## src/i2cseq_pkg.sv

```systemverilog
// ----------------------------------------------------------------------------
// i2cseq_pkg
// Shared types and constants for the I2C register-transfer sequencer.
// ----------------------------------------------------------------------------
package i2cseq_pkg;

  localparam int ReadLengthDefault = 14;

  localparam logic [7:0] ReadBit = 8'h01;

  typedef enum logic [1:0] {
    CMD_START_READ  = 2'd0,
    CMD_START_WRITE = 2'd1,
    CMD_BUS_DONE    = 2'd2,
    CMD_UNUSED      = 2'd3
  } command_t;

  typedef enum logic [2:0] {
    ACT_NONE    = 3'd0,
    ACT_START   = 3'd1,
    ACT_TX      = 3'd2,
    ACT_RESTART = 3'd3,
    ACT_RXEN    = 3'd4,
    ACT_ACK     = 3'd5,
    ACT_NACK    = 3'd6,
    ACT_STOP    = 3'd7
  } action_t;

  typedef enum logic [3:0] {
    PH_DEV     = 4'd1,
    PH_REG     = 4'd2,
    PH_WDATA   = 4'd3,
    PH_RESTART = 4'd4,
    PH_ADDR_RD = 4'd5,
    PH_RXEN    = 4'd6,
    PH_RXBYTE  = 4'd7,
    PH_STOP    = 4'd8,
    PH_FINISH  = 4'd9
  } phase_t;

  typedef struct packed {
    phase_t     phase;
    logic [5:0] burst_count;
    logic       write_mode;
    logic       free_flag;
    logic [7:0] latched_device;
    logic [7:0] latched_register;
    logic [7:0] latched_data;
  } seq_state_t;

  typedef struct packed {
    action_t    bus_action;
    logic [7:0] tx_byte;
    logic       store_valid;
    logic [5:0] store_index;
    logic [7:0] store_byte;
    logic       bus_free;
  } seq_result_t;

endpackage

```

## src/i2cseq_step.sv

```systemverilog
// ----------------------------------------------------------------------------
// i2cseq_step
// Next-state and result logic for one command or bus-completion event.
// ----------------------------------------------------------------------------
module i2cseq_step #(
  parameter int READ_LENGTH = i2cseq_pkg::ReadLengthDefault
) (
  input  i2cseq_pkg::seq_state_t  cur,
  input  logic [1:0]              command,
  input  logic [7:0]              device_address,
  input  logic [7:0]              register_address,
  input  logic [7:0]              write_data,
  input  logic [7:0]              received_byte,
  output i2cseq_pkg::seq_state_t  nxt,
  output i2cseq_pkg::seq_result_t res
);

  localparam logic [6:0] ReadLen = 7'(READ_LENGTH);

  logic [6:0] count_inc;

  assign count_inc = {1'b0, cur.burst_count} + 7'd1;

  always_comb begin
    nxt = cur;
    res = '0;
    res.bus_action = i2cseq_pkg::ACT_NONE;

    unique case (command)
      i2cseq_pkg::CMD_START_READ, i2cseq_pkg::CMD_START_WRITE: begin
        nxt.latched_device   = device_address;
        nxt.latched_register = register_address;
        if (command == i2cseq_pkg::CMD_START_WRITE) begin
          nxt.latched_data = write_data;
        end
        nxt.write_mode  = command[0];
        nxt.free_flag   = 1'b0;
        nxt.phase       = i2cseq_pkg::PH_DEV;
        nxt.burst_count = '0;
        res.bus_action  = i2cseq_pkg::ACT_START;
      end
      i2cseq_pkg::CMD_BUS_DONE: begin
        unique case (cur.phase)
          i2cseq_pkg::PH_DEV: begin
            res.bus_action = i2cseq_pkg::ACT_TX;
            res.tx_byte    = cur.latched_device;
            nxt.phase      = i2cseq_pkg::PH_REG;
          end
          i2cseq_pkg::PH_REG: begin
            res.bus_action = i2cseq_pkg::ACT_TX;
            res.tx_byte    = cur.latched_register;
            nxt.phase      = cur.write_mode ? i2cseq_pkg::PH_WDATA : i2cseq_pkg::PH_RESTART;
          end
          i2cseq_pkg::PH_WDATA: begin
            res.bus_action = i2cseq_pkg::ACT_TX;
            res.tx_byte    = cur.latched_data;
            nxt.phase      = i2cseq_pkg::PH_STOP;
          end
          i2cseq_pkg::PH_RESTART: begin
            res.bus_action = i2cseq_pkg::ACT_RESTART;
            nxt.phase      = i2cseq_pkg::PH_ADDR_RD;
          end
          i2cseq_pkg::PH_ADDR_RD: begin
            res.bus_action = i2cseq_pkg::ACT_TX;
            res.tx_byte    = cur.latched_device | i2cseq_pkg::ReadBit;
            nxt.phase      = i2cseq_pkg::PH_RXEN;
          end
          i2cseq_pkg::PH_RXEN: begin
            res.bus_action = i2cseq_pkg::ACT_RXEN;
            nxt.phase      = i2cseq_pkg::PH_RXBYTE;
          end
          i2cseq_pkg::PH_RXBYTE: begin
            res.store_valid = 1'b1;
            res.store_index = cur.burst_count;
            res.store_byte  = received_byte;
            if (count_inc >= ReadLen) begin
              res.bus_action  = i2cseq_pkg::ACT_NACK;
              nxt.burst_count = '0;
              nxt.phase       = i2cseq_pkg::PH_STOP;
            end else begin
              res.bus_action  = i2cseq_pkg::ACT_ACK;
              nxt.burst_count = count_inc[5:0];
              nxt.phase       = i2cseq_pkg::PH_RXEN;
            end
          end
          i2cseq_pkg::PH_STOP: begin
            res.bus_action = i2cseq_pkg::ACT_STOP;
            nxt.phase      = i2cseq_pkg::PH_FINISH;
          end
          i2cseq_pkg::PH_FINISH: begin
            nxt.free_flag = 1'b1;
            nxt.phase     = i2cseq_pkg::PH_DEV;
          end
          default: begin
            nxt.phase = i2cseq_pkg::PH_DEV;
          end
        endcase
      end
      default: begin
        // unused code: no state change, empty result but for bus_free
      end
    endcase

    res.bus_free = nxt.free_flag;
  end

endmodule

```

## src/i2c_interrupt_transaction_sequencer.sv

```systemverilog
// ----------------------------------------------------------------------------
// i2c_interrupt_transaction_sequencer
// Event-driven I2C master sequencer for single register writes and burst reads.
// ----------------------------------------------------------------------------
// Each accepted transfer on the request channel yields exactly one result
// transfer, issued from the result register; a new request can be taken
// every cycle unless the result channel stalls: the sequencer state and
// the result register both update in the cycle of acceptance. A start-read
// or start-write command latches the addresses and data and answers START;
// each bus-done event then walks the sequence (device address, register,
// data or restart plus read address, receive enable and ACK/NACK per byte,
// STOP, then a final event that raises bus_free). The single result
// register is refilled while it is being drained, so the request side
// stalls only when a result sits unclaimed under a stalled result channel.
module i2c_interrupt_transaction_sequencer #(
  parameter int READ_LENGTH = i2cseq_pkg::ReadLengthDefault
) (
  input  logic       clk,
  input  logic       rst,
  // request channel
  input  logic       req_valid,
  output logic       req_stall,
  input  logic [1:0] command,
  input  logic [7:0] device_address,
  input  logic [7:0] register_address,
  input  logic [7:0] write_data,
  input  logic [7:0] received_byte,
  // result channel
  output logic       rsp_valid,
  input  logic       rsp_stall,
  output logic [2:0] bus_action,
  output logic [7:0] tx_byte,
  output logic       store_valid,
  output logic [5:0] store_index,
  output logic [7:0] store_byte,
  output logic       bus_free
);

  i2cseq_pkg::seq_state_t  state;
  i2cseq_pkg::seq_state_t  state_next;
  i2cseq_pkg::seq_result_t step_res;
  i2cseq_pkg::seq_result_t result;
  logic                    accept;

  // Sequence logic: pure combinational, one pass per transfer.
  i2cseq_step #(
    .READ_LENGTH (READ_LENGTH)
  ) u_step (
    .cur              (state),
    .command          (command),
    .device_address   (device_address),
    .register_address (register_address),
    .write_data       (write_data),
    .received_byte    (received_byte),
    .nxt              (state_next),
    .res              (step_res)
  );

  // Output register frees up in the same cycle it is drained.
  assign req_stall = rsp_valid && rsp_stall;
  assign accept    = req_valid && !req_stall;

  always_ff @(posedge clk) begin
    if (rst) begin
      state.phase            <= i2cseq_pkg::PH_DEV;
      state.burst_count      <= '0;
      state.write_mode       <= 1'b0;
      state.free_flag        <= 1'b0;
      state.latched_device   <= '0;
      state.latched_register <= '0;
      state.latched_data     <= '0;
      rsp_valid              <= 1'b0;
    end else begin
      if (accept) begin
        state <= state_next;
      end
      if (accept) begin
        rsp_valid <= 1'b1;
      end else if (!rsp_stall) begin
        rsp_valid <= 1'b0;
      end
    end
  end

  // Result payload: loaded on acceptance, held otherwise.
  always_ff @(posedge clk) begin
    if (accept) begin
      result <= step_res;
    end
  end

  assign bus_action  = result.bus_action;
  assign tx_byte     = result.tx_byte;
  assign store_valid = result.store_valid;
  assign store_index = result.store_index;
  assign store_byte  = result.store_byte;
  assign bus_free    = result.bus_free;

endmodule
```

## config.mk

```make
export PLATFORM = sky130hd
export DESIGN_NAME = i2c_interrupt_transaction_sequencer
export DESIGN_NICKNAME = d
export VERILOG_FILES = /design/src/i2cseq_pkg.sv /design/src/i2cseq_step.sv /design/src/i2c_interrupt_transaction_sequencer.sv
export SDC_FILE = /design/constraint.sdc
export NUM_CORES = 1
export LEC_CHECK = 0
export BUFFER_PORTS_ARGS = -buffer_cell sky130_fd_sc_hd__buf_2
export CORE_MARGIN = 1
export CORE_UTILIZATION = 50
export CTS_CLUSTER_DIAMETER = 50
export DETAILED_ROUTE_END_ITERATION = 10
export PLACE_DENSITY_LB_ADDON = 0.2
export SETUP_SLACK_MARGIN = 0.3
export SLEW_MARGIN = 10
export SYNTH_ARGS = -nofsm -noshare
export SYNTH_HDL_FRONTEND = slang
export SYNTH_SLANG_ARGS = --single-unit
```

## constraint.sdc

```tcl
create_clock -name clk -period 2.75 [get_ports clk]
set_input_delay 0.275 -clock clk [delete_from_list [all_inputs] [get_ports clk]]
set_output_delay 0.275 -clock clk [all_outputs]
set_load 0.01 [all_outputs]
```

==> impl_metrics.ini <==
[die]
design.die.area_um2 = 6100
core-area_um2 = 5540
num_rows = 27
ios = 67
x_dimension_of_the_die_um = 78.1
fp.dieH_um = 78.1
start_util = 0.522

[timing]
hold_violations = 0
timing.final.crit_share = 0.724
setup_viol_count_final = 0
slew_viol_final = 0
fin_setup_tns_ns = 0
clock.fmax_ghz = 0.502
worst_slew_pin_tran_ns = 0.724
period_minus_slack_ns = 1.99
timing.slew.headroom = 0.516
rsz0062_at_grt = no
clock-skew-final_ns = 0.00699

[place]
buffer_ports.inserted = 66
dp.final_hpwl_um = 4450
placed_cell_area_um2 = 3260
globalplace.congestion = 0.890

[critical_path]
setup.worst_path.end_class = flip-flop
launching_element_type_of_the_critical_path = flip-flop
data_arrival_at_the_endpoint_of_the_critical_path_ns = 2.16
path_type_of_the_worst_setup_path = flip-flop to flip-flop
worst-path-max-fanout = 14
critPathRequiredTime_ns = 2.92

[clocking]
clockBufferDepth = 2
postCtsSetupRepairBufs = 0
clock_tree.root_cell = sky130_fd_sc_hd__clkbuf_8
numClockSinks = 64
cts_made_buffers = 9
clk_pin_slew_ns = 0.07
cells_resized_by_post_cts_repair = 0
cts_tree = done
clock_insertion_delay_worst_skew_ns = 0.33
cts.htree.levels = 3
post_cts_hold_buffer_count = 0

[grt]
gr-total-overflow = 0
vias_in_the_first_global_route = 2172
track_usage = 0.224
grt_max_degree = 34
grt_pass1_wl_um = 10500
antenna_found_initial = 0

[route]
dr_total_vias = 2446
wl_per_cell_um = 14.0
drtAntennaViolNets = 0
number_of_vias_per_cell_after_detailed_routing = 5.46
routed_wl_um = 6260
drt_first_iter_violations = 174
drtPass1Iterations = 4
post-route-drc-count = 0

[logic_synthesis]
ys_async_sr_fraction = 0
synthesis.area_per_instance_um2 = 9.40
yosysTopAreaCellShare = 0.280
yosys.area.top_type = sky130_fd_sc_hd__edfxtp_1
synth_enable_flop_cells = 27
synth_area_um2 = 2890
synth.distinct_cells = 51
syn_nets = 348
synth-seq-area-share = 0.536
ys.flop_type = sky130_fd_sc_hd__dfxtp_1
synth_seq_cells = 64
synth_area_leaders = sky130_fd_sc_hd__edfxtp_1 28%, sky130_fd_sc_hd__dfxtp_1 26%, sky130_fd_sc_hd__nand2_1 8.3%
synth_instances = 308
yosysWarnings = 0

[power]
leakagePower_nw = 1.32
power.share.switching = 0.245
totalPowerFinal_w = 0.00191
portion_of_total_power_attributed_to_the_clock_network = 0.362
p_int_w = 0.00144
p_per_area_nw_per_um2 = 558
switchingPower_w = 0.000469
ir_drop_mv = 0.409
pwr-share-comb = 0.090
power.share.sequential = 0.548

[outcome]
outcome = finished, final reports clean

[job]
drv_cap = 0

[finish]
fraction_of_final_layout_cells_sized_beyond_drive_strength_1 = 0.253
n_antenna_cell = 0
syn2layout_area_growth_pct = 18.4
design.final.nets = 411
final_design_area_no_fill_um2 = 3430

[worst_hold_path]
holdCritPathClass = input port to flip-flop
==> cells by family after synthesis <==
kind of cell / count (synthesis) / share of synthesized area
flops: 64 / 0.536
mux: 1 / 0.00346
compound gates: 78 / 0.180
xor+xnor: 2 / 0.00605
buf+inv: 23 / 0.0346
fa+ha+maj: 2 / 0.00865
simple gates: 138 / 0.231
==> flip-flops by register name (all words and copies together) (netlist names) <==
name         count
bus_free         1
bus_action       3
state           36
tx_byte          8
rsp_valid        1
store_index      6
store_byte       8
store_valid      1
==> cell usage in the layout, fill, tap and decap left out, drive strengths merged, types with 2 or more instances in the layout <==
cell type,count
nor2,18
dfxtp,37
a22o,2
a21oi,37
a211oi,3
nand4,3
o21ai,12
nand2,64
a2bb2oi,3
edfxtp,27
nand3,12
or2,2
a22oi,5
clkbuf,13
nor3,3
nor3b,3
nand2b,3
inv,6
ha,2
buf,69
and2,18
nor2b,8
clkinv,2
and3,2
a31oi,3
==> layout make-up <==
| cell class | count | area (um^2) |
|---|---|---|
| Fill cell | 485 | 2110 |
| Sequential cell | 64 | 1550 |
| Multi-Input combinational cell | 221 | 1240 |
| Timing Repair Buffer | 69 | 353 |
| Clock buffer | 13 | 149 |
| Tap cell | 72 | 90.1 |
| Inverter | 6 | 22.5 |
| Clock inverter | 3 | 17.5 |
==> cells in the mapped netlist, drive strengths merged (2+ instances only) <==
cell type,number
nand2,64
a21oi,37
dfxtp,37
edfxtp,27
and2,18
nor2,18
nand3,12
o21ai,12
buf,9
clkbuf,8
nor2b,8
inv,6
a22oi,5
a211oi,3
a2bb2oi,3
a31oi,3
nand2b,3
nand4,3
nor3,3
nor3b,3
a22o,2
and3,2
ha,2
or2,2
==> worst paths after layout <==
kind | start | endpoint | slack [ns] | depth (start not counted)
max | state[32] | tx_byte[0] | 0.76 | 4
min reg2reg | state[10] | state[10] | 0.46 | 2
max reg2reg | state[32] | tx_byte[0] | 0.76 | 4
min | req_valid | rsp_valid | 0.18 | 3
==> power groups by stage <==
stage / logic [W] / clock network [W] / registers [W]
2_1_floorplan: 0.0000973 / 0 / 0.00107
3_3_place_gp: 0.000170 / 0 / 0.00107
3_5_place_dp: 0.000172 / 0 / 0.00107
4_1_cts: 0.000173 / 0.000703 / 0.00105
5_1_grt: 0.000192 / 0.000751 / 0.00105
6_report: 0.000173 / 0.000692 / 0.00105
==> critical path, cell delays in order, from the launching register on <==
cell	delay, ns
sky130_fd_sc_hd__dfxtp_1	0.58
sky130_fd_sc_hd__nor2b_1	0.65
sky130_fd_sc_hd__o21ai_0	0.24
sky130_fd_sc_hd__a21o_1	0.23
sky130_fd_sc_hd__a21oi_1	0.13
==> layer usage <==
| metal | part of all wire | GRT usage | vias to the layer above | routed length [um] |
|---|---|---|---|---|
| met1 | 0.48 | 0.320 | 1130 | 3010 |
| met3 | 0.058 | 0.0500 | 10 | 363 |
| met4 | 0.014 | 0.0852 | 0 | 87 |
| met5 | 0 | 0 | - | 0 |
| li1 | - | - | 1210 | - |
| met2 | 0.45 | 0.332 | 96 | 2800 |
==> metrics by stage <==
step,instances,hold WS (ns),worst slack (ns),util
after floorplan,308,0.396,0.921,-
after global placement,432,0.443,0.903,0.588
after detailed placement,432,0.449,0.830,0.588
after CTS,448,0.170,0.799,0.618
after global routing,448,0.184,0.548,0.618
final,448,0.176,0.758,0.618
Power figures use the tool's default switching activity.
